### config.mk
export PLATFORM = sky130hd
export DESIGN_NAME = write_recency_kv_cache_core
export DESIGN_NICKNAME = d
export VERILOG_FILES = /design/src/rtl/wrkv_pkg.sv /design/src/rtl/wrkv_store.sv /design/src/rtl/wrkv_scan.sv /design/src/rtl/wrkv_table.sv /design/src/rtl/write_recency_kv_cache_core.sv
export SDC_FILE = /design/constraint.sdc
export NUM_CORES = 1
export LEC_CHECK = 0
export BUFFER_PORTS_ARGS = -buffer_cell sky130_fd_sc_hd__clkbuf_2
export CORE_AREA = 2 2 316 318
export DETAILED_ROUTE_END_ITERATION = 8
export DIE_AREA = 0 0 318 320
export GPL_TIMING_DRIVEN = 0
export MAX_ROUTING_LAYER = met4
export PLACE_DENSITY = 0.7
export SYNTH_ARGS = -nofsm -noshare
export SYNTH_HDL_FRONTEND = slang
export SYNTH_SLANG_ARGS = --single-unit
### constraint.sdc
create_clock -name i_clk -period 8.3 [get_ports i_clk]
set_input_delay 1.245 -clock i_clk [delete_from_list [all_inputs] [get_ports i_clk]]
set_output_delay 1.245 -clock i_clk [all_outputs]
set_load 0.1 [all_outputs]
### src/rtl/wrkv_pkg.sv
// Shared constants, types and structs of the write-recency key-value cache.
package wrkv_pkg;

    localparam int ENTRIES = 16;
    localparam int IDX_W   = (ENTRIES > 1) ? $clog2(ENTRIES) : 1;
    localparam int CNT_W   = IDX_W + 1;
    localparam int KEY_W   = 32;
    localparam int DATA_W  = 32;
    localparam int CAP_W   = 5;
    localparam int CMP_W   = (CNT_W > CAP_W) ? CNT_W : CAP_W;

    localparam logic [CAP_W-1:0] CAP_RESET = 5'd16;

    localparam logic CMD_GET = 1'b0;
    localparam logic CMD_SET = 1'b1;

    typedef logic [IDX_W-1:0] t_idx;
    typedef logic [IDX_W-1:0] t_rank;

    typedef enum logic [1:0] {
        ST_IDLE,
        ST_SCAN,
        ST_COMMIT
    } t_state;

    // valid bit and recency rank of the entry under the scan pointer
    typedef struct packed {
        logic  valid;
        t_rank rank;
    } t_entry_view;

    // outcome of one scan over all entries
    typedef struct packed {
        logic              found;
        t_idx              hit_idx;
        t_rank             hit_rank;
        logic [DATA_W-1:0] hit_data;
        logic              free_found;
        t_idx              free_idx;
        logic              best_found;
        t_idx              best_idx;
        t_rank             best_rank;
    } t_scan_res;

    // recency update request: promote slot, age entries ranked below limit
    typedef struct packed {
        logic             en;
        t_idx             slot;
        logic [CNT_W-1:0] limit;
        logic             fill;
    } t_upd;

endpackage

### src/rtl/wrkv_store.sv
// Key and value memory of the cache: one write port, one registered read port.
module wrkv_store (
    input  logic                       i_clk,
    input  logic                       i_rd_en,
    input  wrkv_pkg::t_idx             i_rd_addr,
    output logic [wrkv_pkg::KEY_W-1:0]  o_rd_key,
    output logic [wrkv_pkg::DATA_W-1:0] o_rd_data,
    input  logic                       i_wr_en,
    input  wrkv_pkg::t_idx             i_wr_addr,
    input  logic [wrkv_pkg::KEY_W-1:0]  i_wr_key,
    input  logic [wrkv_pkg::DATA_W-1:0] i_wr_data
);
    import wrkv_pkg::*;

    logic [KEY_W-1:0]  r_key_mem  [ENTRIES];
    logic [DATA_W-1:0] r_data_mem [ENTRIES];
    logic [KEY_W-1:0]  r_rd_key;
    logic [DATA_W-1:0] r_rd_data;

    always_ff @(posedge i_clk) begin
        if (i_wr_en) begin
            r_key_mem[i_wr_addr]  <= i_wr_key;
            r_data_mem[i_wr_addr] <= i_wr_data;
        end
        if (i_rd_en) begin
            r_rd_key  <= r_key_mem[i_rd_addr];
            r_rd_data <= r_data_mem[i_rd_addr];
        end
    end

    assign o_rd_key  = r_rd_key;
    assign o_rd_data = r_rd_data;

endmodule

### src/rtl/wrkv_scan.sv
// Shared per-entry compare unit: key match, first free slot, oldest rank.
module wrkv_scan (
    input  logic                        i_clk,
    input  logic                        i_rst_n,
    input  logic                        i_start,
    input  logic                        i_chk_en,
    input  wrkv_pkg::t_idx              i_chk_idx,
    input  logic [wrkv_pkg::KEY_W-1:0]  i_key,
    input  logic [wrkv_pkg::KEY_W-1:0]  i_rd_key,
    input  logic [wrkv_pkg::DATA_W-1:0] i_rd_data,
    input  wrkv_pkg::t_entry_view       i_view,
    output wrkv_pkg::t_scan_res         o_res
);
    import wrkv_pkg::*;

    t_scan_res r_res;
    t_scan_res n_res;

    always_comb begin
        n_res = r_res;
        if (i_start) begin
            n_res.found      = 1'b0;
            n_res.free_found = 1'b0;
            n_res.best_found = 1'b0;
        end else if (i_chk_en) begin
            if (i_view.valid && (i_rd_key == i_key) && !r_res.found) begin
                n_res.found    = 1'b1;
                n_res.hit_idx  = i_chk_idx;
                n_res.hit_rank = i_view.rank;
                n_res.hit_data = i_rd_data;
            end
            if (!i_view.valid && !r_res.free_found) begin
                n_res.free_found = 1'b1;
                n_res.free_idx   = i_chk_idx;
            end
            // later entries win ties
            if (i_view.valid && (!r_res.best_found || (i_view.rank >= r_res.best_rank))) begin
                n_res.best_found = 1'b1;
                n_res.best_idx   = i_chk_idx;
                n_res.best_rank  = i_view.rank;
            end
        end
    end

    always_ff @(posedge i_clk) begin
        if (!i_rst_n) begin
            r_res <= '0;
        end else begin
            r_res <= n_res;
        end
    end

    assign o_res = r_res;

endmodule

### src/rtl/wrkv_table.sv
// Valid bits, recency ranks and fill count of the cache entries.
module wrkv_table (
    input  logic                       i_clk,
    input  logic                       i_rst_n,
    input  wrkv_pkg::t_idx             i_rd_idx,
    output wrkv_pkg::t_entry_view      o_view,
    input  wrkv_pkg::t_upd             i_upd,
    output logic [wrkv_pkg::CNT_W-1:0] o_used
);
    import wrkv_pkg::*;

    logic [ENTRIES-1:0] r_valid;
    t_rank              r_rank [ENTRIES];
    logic [CNT_W-1:0]   r_used;

    always_ff @(posedge i_clk) begin
        if (!i_rst_n) begin
            r_valid <= '0;
            r_used  <= '0;
        end else if (i_upd.en && i_upd.fill) begin
            r_valid[i_upd.slot] <= 1'b1;
            r_used              <= r_used + 1'b1;
        end
    end

    // promote: updated slot becomes rank zero, younger valid entries age by one
    always_ff @(posedge i_clk) begin
        if (i_upd.en) begin
            for (int i = 0; i < ENTRIES; i++) begin
                if (IDX_W'(i) == i_upd.slot) begin
                    r_rank[i] <= '0;
                end else if (r_valid[i] && (CNT_W'(r_rank[i]) < i_upd.limit)) begin
                    r_rank[i] <= r_rank[i] + 1'b1;
                end
            end
        end
    end

    assign o_view.valid = r_valid[i_rd_idx];
    assign o_view.rank  = r_rank[i_rd_idx];
    assign o_used       = r_used;

    a_used_matches_valid: assert property (@(posedge i_clk) disable iff (!i_rst_n)
        $countones(r_valid) == int'(r_used))
        else $error("fill count disagrees with valid bits");

    a_promoted_rank_zero: assert property (@(posedge i_clk) disable iff (!i_rst_n)
        i_upd.en |=> (r_rank[$past(i_upd.slot)] == '0))
        else $error("promoted slot does not hold rank zero");

endmodule

### src/rtl/write_recency_kv_cache_core.sv
// Top level of the write-recency key-value cache: sequencer, config and output stage.
//
// Usage:
//   Input stream (s_axis): tuser carries the command (0 get, 1 set); tdata
//   carries key in bits 31:0 and value in bits 63:32. An item is taken when
//   tvalid and tready are both high.
//   Output stream (m_axis): one item per get. tuser is the hit flag, tdata the
//   stored value on a hit or all ones on a miss. A set produces no item.
//   Config: the user writes capacity by i_cfg_we / i_cfg_wdata only while idle (not
//   enforced by the block); zero acts as one, values above the entry count saturate.
// Timing:
//   Every item walks all 16 entries, one per cycle, through one shared compare
//   unit behind the registered memory read, then commits: tready stays low from
//   acceptance until the commit is done, so a new item is taken only after the last
//   one has committed; a get result is loaded into the output register at commit.
//   The single memory read port and the per-entry compare make the scan serial.
// Reset: synchronous, active low. All entries become invalid, capacity
//   returns to 16 and no output item is pending.
// Stall: a result waits in the output register; the next item is already
//   accepted and scanned, and a get holds in commit until the register frees.
module write_recency_kv_cache_core (
    input  logic                               i_clk,
    input  logic                               i_rst_n,
    // configuration
    input  logic                               i_cfg_we,
    input  logic [wrkv_pkg::CAP_W-1:0]          i_cfg_wdata,  // capacity
    // input stream
    input  logic                               i_s_axis_tvalid,
    output logic                               o_s_axis_tready,
    input  logic [wrkv_pkg::KEY_W+wrkv_pkg::DATA_W-1:0] i_s_axis_tdata, // key, value
    input  logic                               i_s_axis_tuser,  // cmd
    // output stream
    output logic                               o_m_axis_tvalid,
    input  logic                               i_m_axis_tready,
    output logic [wrkv_pkg::DATA_W-1:0]         o_m_axis_tdata,  // read_value
    output logic                               o_m_axis_tuser   // hit
);
    import wrkv_pkg::*;

    t_state            r_state;
    t_state            n_state;
    logic              r_cmd;
    logic [KEY_W-1:0]  r_key;
    logic [DATA_W-1:0] r_value;
    logic [CNT_W-1:0]  r_addr;
    logic              r_chk_en;
    t_idx              r_chk_idx;
    logic [CAP_W-1:0]  r_cap;
    logic              r_out_valid;
    logic              r_out_hit;
    logic [DATA_W-1:0] r_out_data;

    logic              w_accept;
    logic              w_issue;
    logic              w_scan_done;
    logic              w_out_load;
    logic [KEY_W-1:0]  w_rd_key;
    logic [DATA_W-1:0] w_rd_data;
    t_entry_view       w_view;
    t_scan_res         w_res;
    t_upd              w_upd;
    logic [CNT_W-1:0]  w_used;
    logic [CMP_W-1:0]  w_cap_ext;
    logic [CMP_W-1:0]  w_cap_eff;
    logic              w_insert;

    assign w_accept    = i_s_axis_tvalid && o_s_axis_tready;
    assign w_issue     = (r_state == ST_SCAN) && (r_addr != CNT_W'(ENTRIES));
    assign w_scan_done = (r_state == ST_SCAN) && (r_addr == CNT_W'(ENTRIES));

    // effective capacity: zero acts as one, saturate at the entry count
    assign w_cap_ext = CMP_W'(r_cap);
    always_comb begin
        if (r_cap == '0) begin
            w_cap_eff = CMP_W'(1);
        end else if (w_cap_ext > CMP_W'(ENTRIES)) begin
            w_cap_eff = CMP_W'(ENTRIES);
        end else begin
            w_cap_eff = w_cap_ext;
        end
    end
    assign w_insert = CMP_W'(w_used) < w_cap_eff;

    // sequencer
    always_comb begin
        n_state    = r_state;
        w_out_load = 1'b0;
        w_upd      = '0;
        unique case (r_state)
            ST_IDLE: begin
                if (w_accept) begin
                    n_state = ST_SCAN;
                end
            end
            ST_SCAN: begin
                if (w_scan_done) begin
                    n_state = ST_COMMIT;
                end
            end
            ST_COMMIT: begin
                if (r_cmd == CMD_GET) begin
                    // hold until the output register can take the result
                    if (!r_out_valid || i_m_axis_tready) begin
                        w_out_load = 1'b1;
                        n_state    = ST_IDLE;
                    end
                end else begin
                    w_upd.en = 1'b1;
                    if (w_res.found) begin
                        w_upd.slot  = w_res.hit_idx;
                        w_upd.limit = CNT_W'(w_res.hit_rank);
                    end else if (w_insert) begin
                        w_upd.slot  = w_res.free_idx;
                        w_upd.limit = CNT_W'(ENTRIES);
                        w_upd.fill  = 1'b1;
                    end else begin
                        // evict the least recently set entry
                        w_upd.slot  = w_res.best_idx;
                        w_upd.limit = CNT_W'(w_res.best_rank);
                    end
                    n_state = ST_IDLE;
                end
            end
            default: begin
                n_state = ST_IDLE;
            end
        endcase
    end

    always_ff @(posedge i_clk) begin
        if (!i_rst_n) begin
            r_state  <= ST_IDLE;
            r_chk_en <= 1'b0;
            r_addr   <= '0;
        end else begin
            r_state  <= n_state;
            r_chk_en <= w_issue;
            if (w_accept) begin
                r_addr <= '0;
            end else if (w_issue) begin
                r_addr <= r_addr + 1'b1;
            end
        end
    end

    // item capture and compare-stage index
    always_ff @(posedge i_clk) begin
        if (w_accept) begin
            r_cmd   <= i_s_axis_tuser;
            r_key   <= i_s_axis_tdata[KEY_W-1:0];
            r_value <= i_s_axis_tdata[KEY_W+DATA_W-1:KEY_W];
        end
        r_chk_idx <= r_addr[IDX_W-1:0];
    end

    // capacity register
    always_ff @(posedge i_clk) begin
        if (!i_rst_n) begin
            r_cap <= CAP_RESET;
        end else if (i_cfg_we) begin
            r_cap <= i_cfg_wdata;
        end
    end

    // output register: the result waits here while the next item proceeds
    always_ff @(posedge i_clk) begin
        if (!i_rst_n) begin
            r_out_valid <= 1'b0;
        end else if (w_out_load) begin
            r_out_valid <= 1'b1;
        end else if (i_m_axis_tready) begin
            r_out_valid <= 1'b0;
        end
    end

    always_ff @(posedge i_clk) begin
        if (w_out_load) begin
            r_out_hit  <= w_res.found;
            r_out_data <= w_res.found ? w_res.hit_data : {DATA_W{1'b1}};
        end
    end

    wrkv_store u_store (
        .i_clk     (i_clk),
        .i_rd_en   (w_issue),
        .i_rd_addr (r_addr[IDX_W-1:0]),
        .o_rd_key  (w_rd_key),
        .o_rd_data (w_rd_data),
        .i_wr_en   (w_upd.en),
        .i_wr_addr (w_upd.slot),
        .i_wr_key  (r_key),
        .i_wr_data (r_value)
    );

    wrkv_table u_table (
        .i_clk    (i_clk),
        .i_rst_n  (i_rst_n),
        .i_rd_idx (r_chk_idx),
        .o_view   (w_view),
        .i_upd    (w_upd),
        .o_used   (w_used)
    );

    wrkv_scan u_scan (
        .i_clk     (i_clk),
        .i_rst_n   (i_rst_n),
        .i_start   (w_accept),
        .i_chk_en  (r_chk_en),
        .i_chk_idx (r_chk_idx),
        .i_key     (r_key),
        .i_rd_key  (w_rd_key),
        .i_rd_data (w_rd_data),
        .i_view    (w_view),
        .o_res     (w_res)
    );

    assign o_s_axis_tready = (r_state == ST_IDLE);
    assign o_m_axis_tvalid = r_out_valid;
    assign o_m_axis_tdata  = r_out_data;
    assign o_m_axis_tuser  = r_out_hit;

    a_result_from_get: assert property (@(posedge i_clk) disable iff (!i_rst_n)
        $rose(r_out_valid) |-> $past((r_state == ST_COMMIT) && (r_cmd == CMD_GET)))
        else $error("output item raised without a get commit");

    a_insert_has_free: assert property (@(posedge i_clk) disable iff (!i_rst_n)
        (w_upd.en && w_upd.fill) |-> w_res.free_found)
        else $error("insert chosen but scan found no free slot");

endmodule

=== Word-level counts from Yosys, hierarchy flattened ===
Memories as Yosys holds them, arrays and structs flattened. A register that Yosys moved wholly into a read port is not among the register bits.
Cells that the tools add are included.

* Output and inout bits: 35
* Flip-flop bits (word level): 192
* Logic and storage cells: 303
* Bits of input ports: 75
* Memories kept: 3
* Memory bits (writable): 1,088

{| class="wikitable"
|+ Memories
! memory !! depth !! width !! rd ports !! clocked after memory_dff !! write ports !! RTL line !! text
|-
| u_store.r_data_mem || 16 || 32 || 1 || 1 || 1 || wrkv_store.sv:16 || <nowiki>logic [DATA_W-1:0] r_data_mem [ENTRIES];</nowiki>
|-
| u_store.r_key_mem || 16 || 32 || 1 || 1 || 1 || wrkv_store.sv:15 || <nowiki>logic [KEY_W-1:0] r_key_mem [ENTRIES];</nowiki>
|-
| u_table.r_rank || 16 || 4 || 17 || 1 || 16 || wrkv_table.sv:13 || <nowiki>t_rank r_rank [ENTRIES];</nowiki>
|}

* Equal/unequal tests: 23
* Bitwise operators: 19
* Add/sub/neg operators: 18
* Reduce and logical (&&, ||, !) cells: 44
* Order comparisons: 22
* Muxes and demuxes: 152

{| class="wikitable"
|+ Operator list
! cell !! count
|-
| two-way mux 1 bit || 123
|-
| < comparator 4 x 5 -> 1 bit || 16
|-
| adder 4 x 1 -> 4 bit, second input constant || 16
|-
| two-way mux 4 bit || 16
|-
| equality test 32 bit || 1
|-
| equality test 4 bit, first input constant || 8
|-
| logical AND 1 bit || 25
|-
| two-way mux 11 bit || 2
|-
| two-way mux 9 bit || 2
|-
| equality test 3 x 4 -> 1 bit, first input constant || 4
|-
| bitwise OR 1 bit || 16
|-
| bitwise OR 16 bit || 1
|-
| AND reduction 3 bit || 4
|-
| adder 5 x 1 -> 5 bit, second input constant || 2
|-
| < comparator 4 x 5 -> 1 bit, second input constant || 2
|-
| two-way mux 5 bit || 2
|-
| equality test 2 x 4 -> 1 bit, first input constant || 2
|-
| two-way mux 2 bit || 4
|-
| case mux 2 bit (3 select lines) || 1
|-
| AND reduction 2 bit || 3
|-
| equality test 5 bit, second input constant || 1
|-
| greater-than comparator 5 bit, second input constant || 1
|-
| logical NOT 1 bit || 5
|-
| logical NOT 5 bit || 1
|-
| other kinds (18) || 20
|}

=== Logic depth before layout (Yosys ltp) ===
Gate-level depths: netlist of run 1.

* Depth in word-level cells: 15
* Mapped depth: 16
* Depth with buffers taken out: 16

=== By module ===
From an unflattened synthesis of run 1, not the netlist that was laid out.

* Cell total of the unflattened synthesis: 2,690
* Area, all modules: 52,786.9 um2

{| class="wikitable"
|+ By module, submodules not included
! module !! seq. area each (um2) !! instances !! cells each !! area an instance (um2)
|-
| wrkv_store || 32,671.3 || 1 || 1,647 || 40,222.3
|-
| wrkv_table || 2,342.2 || 1 || 545 || 5,811.8
|-
| write_recency_kv_cache_core || 3,303.2 || 1 || 249 || 4,189.0
|-
| wrkv_scan || 1,101.1 || 1 || 249 || 2,563.7
|}

=== Worst setup path before layout of run 1 ===
OpenSTA, ideal clock, no wires.

* Path type: flip-flop to flip-flop
* From: register r_cap[4]
* To: memory u_table.r_rank[8][0] (netlist name) (enable)
* Library setup time: 0.317 ns
* Clock period less this slack: 6.464 ns
* Data required time: 7.983 ns
* Arrival time: 6.148 ns
* Slack: 1.836 ns
* Path buffers: 0
* Cell stages (with the launch flop): 10
* Path through: dfxtp_1 inv_1 nand2_1 ha_1 and4_1 a211oi_2 a21boi_1 o21a_2 nor4_2 nand2b_1

{| class="wikitable"
|+ RTL lines
! item !! RTL line !! text
|-
| from (decl) || write_recency_kv_cache_core.sv:48 || <nowiki>logic [CAP_W-1:0] r_cap;</nowiki>
|-
| from (signal assigned) || write_recency_kv_cache_core.sv:161 || <nowiki>r_cap <= i_cfg_wdata;</nowiki>
|-
| to (decl) || wrkv_table.sv:13 ||
|}

==> impl_metrics.py, run 1 <==
metrics = {
    "clocking": {
        "clock_path_buffers": 3,
        "post_cts_buffers": 0,
        "clock-root-buffer": "sky130_fd_sc_hd__clkbuf_16",
        "cts_inserted_buffers": 134,
        "clk_transition_reported_paths_ps": 60,
        "cts_resized": 0,
        "clk_latency_ps": 750,
        "cts.sink_count": 1344,
        "cts.htree.levels": 4,
        "hold_buffers": 0,
        "cts_tree": "done",
    },
    "placement": {
        "post_dp_hpwl_mm": 84.3,
        "place_congestion": 0.884,
        "placedInstanceArea_um2": 56800,
        "pre_cts_ws_ps": 3600,
        "io_buffer_count": 108,
    },
    "pwr": {
        "total_chip_power_uw": 14000,
        "switchingPower_uw": 2910,
        "vdd.ir_drop.worst_mv": 0.173,
        "total_leakage_power_uw": 0.0196,
        "p_seq_share_pct": 54.3,
        "power.switching_fraction_pct": 20.7,
        "pwr-share-comb_pct": 3.6,
        "powerDensity_nw_per_um2": 230,
        "power.clock.fraction_pct": 42.1,
        "cellInternalPower_uw": 11100,
    },
    "critical_path": {
        "path_common_cell": "sky130_fd_sc_hd__nand2_1",
        "regToRegSetupSlack_ps": 3410,
        "path_max_fanout": 16,
        "timing.critical_path.required_ps": 8690,
        "regToRegStartpoint": "r_cap[4]",
        "setup.worst_path.start": "r_cap[4]",
        "critical_path_depth": 15,
        "worstRegToRegCells": 15,
        "timing.critical_path.cells": "inv_1 > nand2_1 > ha_1 > and4_1 > a211oi_2 > nand2_1 > nand2_1 > o21ai_0 > nand2_1 > ha_1 > a21o_1 > a21oi_1 > o211ai_1 > a41o_1 > mux2i_1",
        "max_stage_delay_on_crit_path_ps": 690,
        "worst-setup-path-type": "reg -> reg",
        "path_delay_family": "simple AND/OR/NAND/NOR gates",
        "critical_path_buf_inv_count": 1,
        "cp_data_arrival_time_ps": 5280,
        "setup.worst_path.end_class": "flip-flop",
        "setup.worst_path.start_class": "flip-flop",
        "crit_path_end": "u_table.r_rank[0][2]",
        "slowest_stage": "sky130_fd_sc_hd__a211oi_2",
        "worst_r2r_endpoint": "u_table.r_rank[0][2]",
    },
    "routing": {
        "detailroute.via_count": 27218,
        "wire_length_after_detailed_routing_mm": 128,
        "detailedRoute.firstPassIterationCount": 7,
        "wl_per_cell_um": 29.9,
        "avgViaCountPerCell": 6.35,
        "ant_nets": 0,
        "post-route-drc-count": 0,
        "drt_first_iter_violations": 3715,
    },
    "floorplan": {
        "design.die.area_um2": 102000,
        "floorplan.io_pins": 110,
        "start_util_pct": 54.0,
        "die_h_um": 320,
        "floorplan.die.width_um": 318,
        "row_count": 115,
        "core-area_um2": 98000,
    },
    "cells_and_area": {
        "drive_gt1_share_pct": 27.1,
        "nFillCells": 6519,
        "mostFrequentLayoutCell": "sky130_fd_sc_hd__edfxtp_1",
        "syn_to_final_growth_pct": 15.4,
        "final_nets": 3045,
        "layout.cell_area.non_filler_um2": 61000,
        "most-common-layout-cells": "1250 x sky130_fd_sc_hd__edfxtp_1, 344 x sky130_fd_sc_hd__mux4_2, 138 x sky130_fd_sc_hd__clkbuf_16, 114 x sky130_fd_sc_hd__clkbuf_1, 108 x sky130_fd_sc_hd__clkbuf_2",
    },
    "outcome": {
        "outcome": "complete, no violations",
    },
    "timing": {
        "finalCriticalPeriod_ps": 4890,
        "maxSlewViolCount": 0,
        "final_worst_path_setup_slack_ps": 3410,
        "tightest_slew_ps": 1280,
        "setup_repair_after_global_routing_missed_its_margin": "no",
        "setup_viol": 0,
        "tns_ps": 0,
        "achievable-frequency_ghz": 0.205,
        "timing.clock.skew_ps": 32.7,
        "timing.final.crit_share_pct": 58.9,
        "maxSlewHeadroom_pct": 14.9,
        "final_hold_viol_count": 0,
    },
    "min_path": {
        "worst_hold_path_type": "reg -> reg",
    },
    "synth": {
        "yosysUniqueCellTypes": 59,
        "post_synth_edffs": 1250,
        "avgSynthCellArea_um2": 21.0,
        "synth_fp_nets": 2674,
        "netlist_instances": 2524,
        "dominantRegCellSynth": "sky130_fd_sc_hd__edfxtp_1",
        "synth_seq_cells": 1344,
        "mappedNetlistArea_um2": 52900,
        "ys_seq_area_share_pct": 74.5,
        "ys.warnings.count": 0,
        "async_flop_share_pct": 0,
    },
    "grt": {
        "wire_length_of_the_first_global_routing_pass_mm": 187,
        "total_congestion_overflow_after_global_routing": 0,
        "grt_start_max_net_pins": 40,
        "first_global_vias": 27645,
        "grtUsageTotal_pct": 26.4,
        "antenna_found_initial": 1,
    },
    "run": {
        "maxCapViolations": 0,
    },
}
==> power groups by stage <==
stage	clock, uW	sequential (uW)	combinational, uW
after floorplan	0	7720	319
after global placement	0	7750	489
after detailed placement	0	7750	513
after CTS	5980	7610	516
after global routing	6250	7620	538
final	5910	7610	510
==> state kept, by name (all words and copies together) (netlist names) <==
signal	cells
o_m_axis_tdata	32
o_m_axis_tuser	1
o_m_axis_tvalid	1
r_addr	5
r_cap	5
r_chk_en	1
r_chk_idx	4
r_cmd	1
r_key	32
r_state	2
r_value	32
u_scan.o_res	55
u_store.o_rd_data	32
u_store.o_rd_key	32
u_store.r_data_mem	512
u_store.r_key_mem	512
u_table.o_used	5
u_table.r_rank	64
u_table.r_valid	16
==> metrics by stage <==
step | util [%] | cells | hold slack [ps]
floorplan | - | 2524 | 329
global placement | 56.2 | 3919 | 339
detailed placement | 57.9 | 4046 | 348
CTS | 62.3 | 4285 | 361
global route | 62.3 | 4286 | 365
finish | 62.3 | 4286 | 362
==> synth_stat cells (17+ instances only) <==
library cell	count	area (um^2)
sky130_fd_sc_hd__nor2b_1	17	106
sky130_fd_sc_hd__nand2_1	102	383
sky130_fd_sc_hd__xnor2_1	19	166
sky130_fd_sc_hd__xor2_1	52	455
sky130_fd_sc_hd__a21oi_1	32	160
sky130_fd_sc_hd__buf_1	27	101
sky130_fd_sc_hd__dfxtp_1	94	1880
sky130_fd_sc_hd__a21o_1	18	135
sky130_fd_sc_hd__nand2b_1	49	307
sky130_fd_sc_hd__o21ai_0	24	120
sky130_fd_sc_hd__nand3_1	40	200
sky130_fd_sc_hd__mux4_2	344	7750
sky130_fd_sc_hd__edfxtp_1	1250	37500
sky130_fd_sc_hd__nor3_1	49	245
sky130_fd_sc_hd__mux2i_1	46	460
sky130_fd_sc_hd__ha_1	75	938
sky130_fd_sc_hd__clkbuf_1	78	293
sky130_fd_sc_hd__nor2_1	47	176
==> worst min-delay path by stage <==
stage	start	end	slack [ps]	depth (start not counted)
after floorplan	r_addr[2]	r_chk_idx[2]	330	0
after global placement	r_addr[2]	r_chk_idx[2]	340	0
after detailed placement	r_addr[2]	r_chk_idx[2]	350	0
after CTS	r_addr[2]	r_chk_idx[2]	360	0
after global routing	r_addr[2]	r_chk_idx[2]	370	0
final	r_addr[2]	r_chk_idx[2]	360	0
==> worst reg2reg max path, cell delays in order (launching register included) <==
cell                       delay, ps
sky130_fd_sc_hd__dfxtp_1         330
sky130_fd_sc_hd__inv_1           140
sky130_fd_sc_hd__nand2_1          80
sky130_fd_sc_hd__ha_1            310
sky130_fd_sc_hd__and4_1          230
sky130_fd_sc_hd__a211oi_2        690
sky130_fd_sc_hd__nand2_1         370
sky130_fd_sc_hd__nand2_1         140
sky130_fd_sc_hd__o21ai_0          80
sky130_fd_sc_hd__nand2_1         680
sky130_fd_sc_hd__ha_1            400
sky130_fd_sc_hd__a21o_1          160
sky130_fd_sc_hd__a21oi_1         130
sky130_fd_sc_hd__o211ai_1         90
sky130_fd_sc_hd__a41o_1          320
sky130_fd_sc_hd__mux2i_1         370
==> layout make-up <==
cell class	instances	area (um^2)	area share, %
flip-flops and latches	1344	39400	64.6
multi-input cells	1050	13000	21.3
clock buffers	178	3630	5.95
repair buffers	235	2230	3.66
well taps	1287	1610	2.64
clock inverters	61	617	1.01
plain buffers	118	488	0.800
inverters	12	45.0	0.0738
diodes	1	2.50	0.00410
==> kinds of logic (layout without fill, tap and decap cells) <==
family / count (synthesis) / in the layout / synth area share (%)
flops: 1344 / 1344 / 74.5
simple gates: 367 / 367 / 3.95
compound gates: 145 / 145 / 1.99
buf+inv: 130 / 604 / 1.00
mux: 392 / 392 / 15.6
fa+ha+maj: 75 / 75 / 1.77
xor+xnor: 71 / 71 / 1.18
other cells: 0 / 1 / 0
==> routing by layer <==
| layer | track usage (%) | wire length [um] | vias to the layer above |
|---|---|---|---|
| li1 | - | - | 11224 |
| met1 | 36.4 | 51100 | 14349 |
| met2 | 41.9 | 63600 | 1445 |
| met3 | 3.84 | 10700 | 200 |
| met4 | 6.72 | 2580 | 0 |
| met5 | - | 0 | - |
(Power assumes the default switching activity.)
==> inputs of run 2 (changes only) <==
- ABC_AREA: default -> 1
- CORE_AREA: 2 2 316 318 -> 2 2 319 321
- DIE_AREA: 0 0 318 320 -> 0 0 321 323
- PLACE_DENSITY: 0.7 -> 0.72
- clock period: 8.3 -> 4.2 ns (I/O delays scaled with it)
==> run 2 against run 1 <==
Against the previous run:
- synthesized cell count increased by 71%
- non-clock buffer count is 27 higher
- global-route usage increased by 1.4 points
==> impl_metrics.py, run 2 <==
metrics = {
    "routing": {
        "drt_first_iter_violations": 4764,
        "detailroute.via_count": 35910,
        "avgViaCountPerCell": 5.99,
        "wl_per_cell_um": 23.5,
        "post-route-drc-count": 0,
        "detailedRoute.firstPassIterationCount": 6,
        "wire_length_after_detailed_routing_mm": 141,
        "ant_nets": 0,
    },
    "critical_path": {
        "setup.worst_path.start": "r_addr[0]",
        "regToRegStartpoint": "r_addr[0]",
        "worst-setup-path-type": "reg -> reg",
        "timing.critical_path.cells": "buf_2 > buf_2 > clkbuf_1 > clkbuf_2 > clkbuf_1 > nor2_1 > o22ai_1 > nand2_1 > nand4_1",
        "timing.critical_path.required_ps": 4780,
        "cp_data_arrival_time_ps": 4670,
        "setup.worst_path.start_class": "flip-flop",
        "setup.worst_path.end_class": "flip-flop",
        "path_max_fanout": 10,
        "slowest_stage": "sky130_fd_sc_hd__clkbuf_1",
        "max_stage_delay_on_crit_path_ps": 760,
    },
    "cells_and_area": {
        "final_nets": 4729,
        "reg.largest.list": "u_store.r_data_mem: 512 flops, u_store.r_key_mem: 512 flops, u_table.r_rank: 64 flops",
        "drive_gt1_share_pct": 8.65,
        "mostFrequentLayoutCell": "sky130_fd_sc_hd__edfxtp_1",
        "fin_cells": 5993,
        "nFillCells": 7713,
        "most-common-layout-cells": "1250 x sky130_fd_sc_hd__edfxtp_1, 702 x sky130_fd_sc_hd__nor2_1, 561 x sky130_fd_sc_hd__o21ai_0, 480 x sky130_fd_sc_hd__nand2_1, 264 x sky130_fd_sc_hd__o22ai_1",
        "syn_to_final_growth_pct": 13.1,
        "antenna_cells_inserted": 0,
    },
    "timing": {
        "final_hold_viol_count": 0,
        "tightest_slew_ps": 1460,
        "hold_slack_ps": 48.1,
        "maxSlewHeadroom_pct": 2.33,
        "setup_viol": 0,
        "setup_repair_after_global_routing_missed_its_margin": "no",
        "maxSlewViolCount": 0,
        "achievable-frequency_ghz": 0.244,
        "tns_ps": 0,
        "timing.final.crit_share_pct": 97.4,
        "timing.clock.skew_ps": 30.2,
        "finalCriticalPeriod_ps": 4090,
    },
    "outcome": {
        "outcome": "complete, no violations",
    },
    "synth": {
        "mappedNetlistArea_um2": 53700,
        "dominantRegCellSynth": "sky130_fd_sc_hd__edfxtp_1",
        "avgSynthCellArea_um2": 12.5,
        "synth_largest_type_area_fraction_pct": 69.9,
        "yosysUniqueCellTypes": 35,
        "ys_seq_area_share_pct": 73.4,
        "netlist.top_cell.by_area": "sky130_fd_sc_hd__edfxtp_1",
        "post_synth_edffs": 1250,
        "synth.most_common_cell": "sky130_fd_sc_hd__edfxtp_1",
        "synthTopCellsByArea": "sky130_fd_sc_hd__edfxtp_1 70%, sky130_fd_sc_hd__o21ai_0 5.2%, sky130_fd_sc_hd__nor2_1 4.9%",
        "synth_seq_cells": 1344,
        "ys.warnings.count": 0,
        "synth_common_cells": "1250 x sky130_fd_sc_hd__edfxtp_1, 707 x sky130_fd_sc_hd__nor2_1, 561 x sky130_fd_sc_hd__o21ai_0",
        "synth_fp_nets": 4459,
        "netlist_instances": 4309,
        "async_flop_share_pct": 0,
    },
    "clocking": {
        "cts_resized": 1,
        "clk_latency_ps": 760,
        "hold_buffers": 0,
        "cts_inserted_buffers": 135,
        "clk_transition_reported_paths_ps": 60,
        "clock-root-buffer": "sky130_fd_sc_hd__clkbuf_16",
        "cts_tree": "done",
        "clock_path_buffers": 3,
        "cts.htree.levels": 4,
        "post_cts_buffers": 0,
        "cts.sink_count": 1344,
    },
    "floorplan": {
        "floorplan.die.width_um": 321,
        "floorplan.io_pins": 110,
        "die_h_um": 323,
        "start_util_pct": 53.3,
        "row_count": 117,
        "design.die.area_um2": 104000,
        "core-area_um2": 101000,
    },
    "min_path": {
        "worst_hold_path_type": "in -> reg",
        "hold_path.startpoint": "i_s_axis_tdata[15]",
    },
    "placement": {
        "io_buffer_count": 108,
        "dp_cells": 5752,
        "place_congestion": 0.953,
        "post_dp_hpwl_mm": 92.8,
    },
    "pwr": {
        "total_leakage_power_uw": 0.0205,
        "powerDensity_nw_per_um2": 466,
        "vdd.ir_drop.worst_mv": 0.334,
    },
    "grt": {
        "wire_length_of_the_first_global_routing_pass_mm": 209,
        "antenna_found_initial": 1,
        "first_global_vias": 34479,
        "total_congestion_overflow_after_global_routing": 0,
        "grtUsageTotal_pct": 27.8,
        "grt_start_max_net_pins": 54,
    },
    "run": {
        "maxCapViolations": 0,
    },
}
==> run 2: layer usage <==
layer	vias to the layer above	global-route usage, %	part of all wire (%)
li1	16174	-	-
met1	17339	36.6	39
met2	2061	43.5	47
met3	336	4.52	9.8
met4	0	11.3	3.8
met5	-	-	0
==> run 2: kinds of logic (layout without fill, tap and decap cells) <==
group / after synthesis / count (layout) / share of synthesized area (%)
compound gates: 984 / 984 / 9.93
simple gates: 1461 / 1461 / 11.3
flops: 1344 / 1344 / 73.4
xor+xnor: 47 / 47 / 0.767
buf+inv: 398 / 773 / 2.82
fa+ha+maj: 75 / 75 / 1.75
==> run 2: final timing paths <==
check | slack (ps) | end | cells after the start
worst min-delay path | 50 | r_key[15] | 1
worst max-delay path | 110 | u_store.o_rd_data[6] | 9
worst min register to register | 400 | r_chk_idx[0] | 0
worst max register to register | 110 | u_store.o_rd_data[6] | 9
==> run 2: worst max-delay path, delay by kind of cell, from the launching register on <==
| kind | cells | cell delay [ps] |
|---|---|---|
| buf+inv | 5 | 2950 |
| simple gates | 3 | 420 |
| flops | 1 | 380 |
| compound gates | 1 | 160 |
==> run 2: metrics by stage <==
| step | util (%) | total power [uW] | area [um^2] | worst slack, ps |
|---|---|---|---|---|
| 2_1_floorplan | - | 16100 | 53700 | 13.6 |
| 3_3_place_gp | 55.5 | 16800 | 55900 | -2020 |
| 3_5_place_dp | 56.1 | 16800 | 56500 | -452 |
| 4_1_cts | 60.3 | 28300 | 60700 | 34.5 |
| 5_1_grt | 60.3 | 29000 | 60700 | 10.8 |
| 6_report | 60.3 | 28300 | 60700 | 109 |
==> run 2: cell type report <==
| type | instances | area, um^2 | area share (%) |
|---|---|---|---|
| Sequential cell | 1344 | 39400 | 64.9 |
| Buffer | 246 | 948 | 1.56 |
| Tap cell | 1309 | 1640 | 2.70 |
| Clock buffer | 166 | 3540 | 5.83 |
| Multi-Input combinational cell | 2567 | 12800 | 21.1 |
| Inverter | 151 | 607 | 0.999 |
| Timing Repair Buffer | 134 | 1090 | 1.79 |
| Clock inverter | 76 | 697 | 1.15 |
==> run 2: where the power goes <==
| group | leakage [uW] | internal, uW | total [uW] | switching [uW] |
|---|---|---|---|---|
| clock network | 0.00207 | 6550 | 11700 | 5110 |
| registers | 0.0119 | 14800 | 15100 | 262 |
| logic | 0.00648 | 413 | 1510 | 1100 |
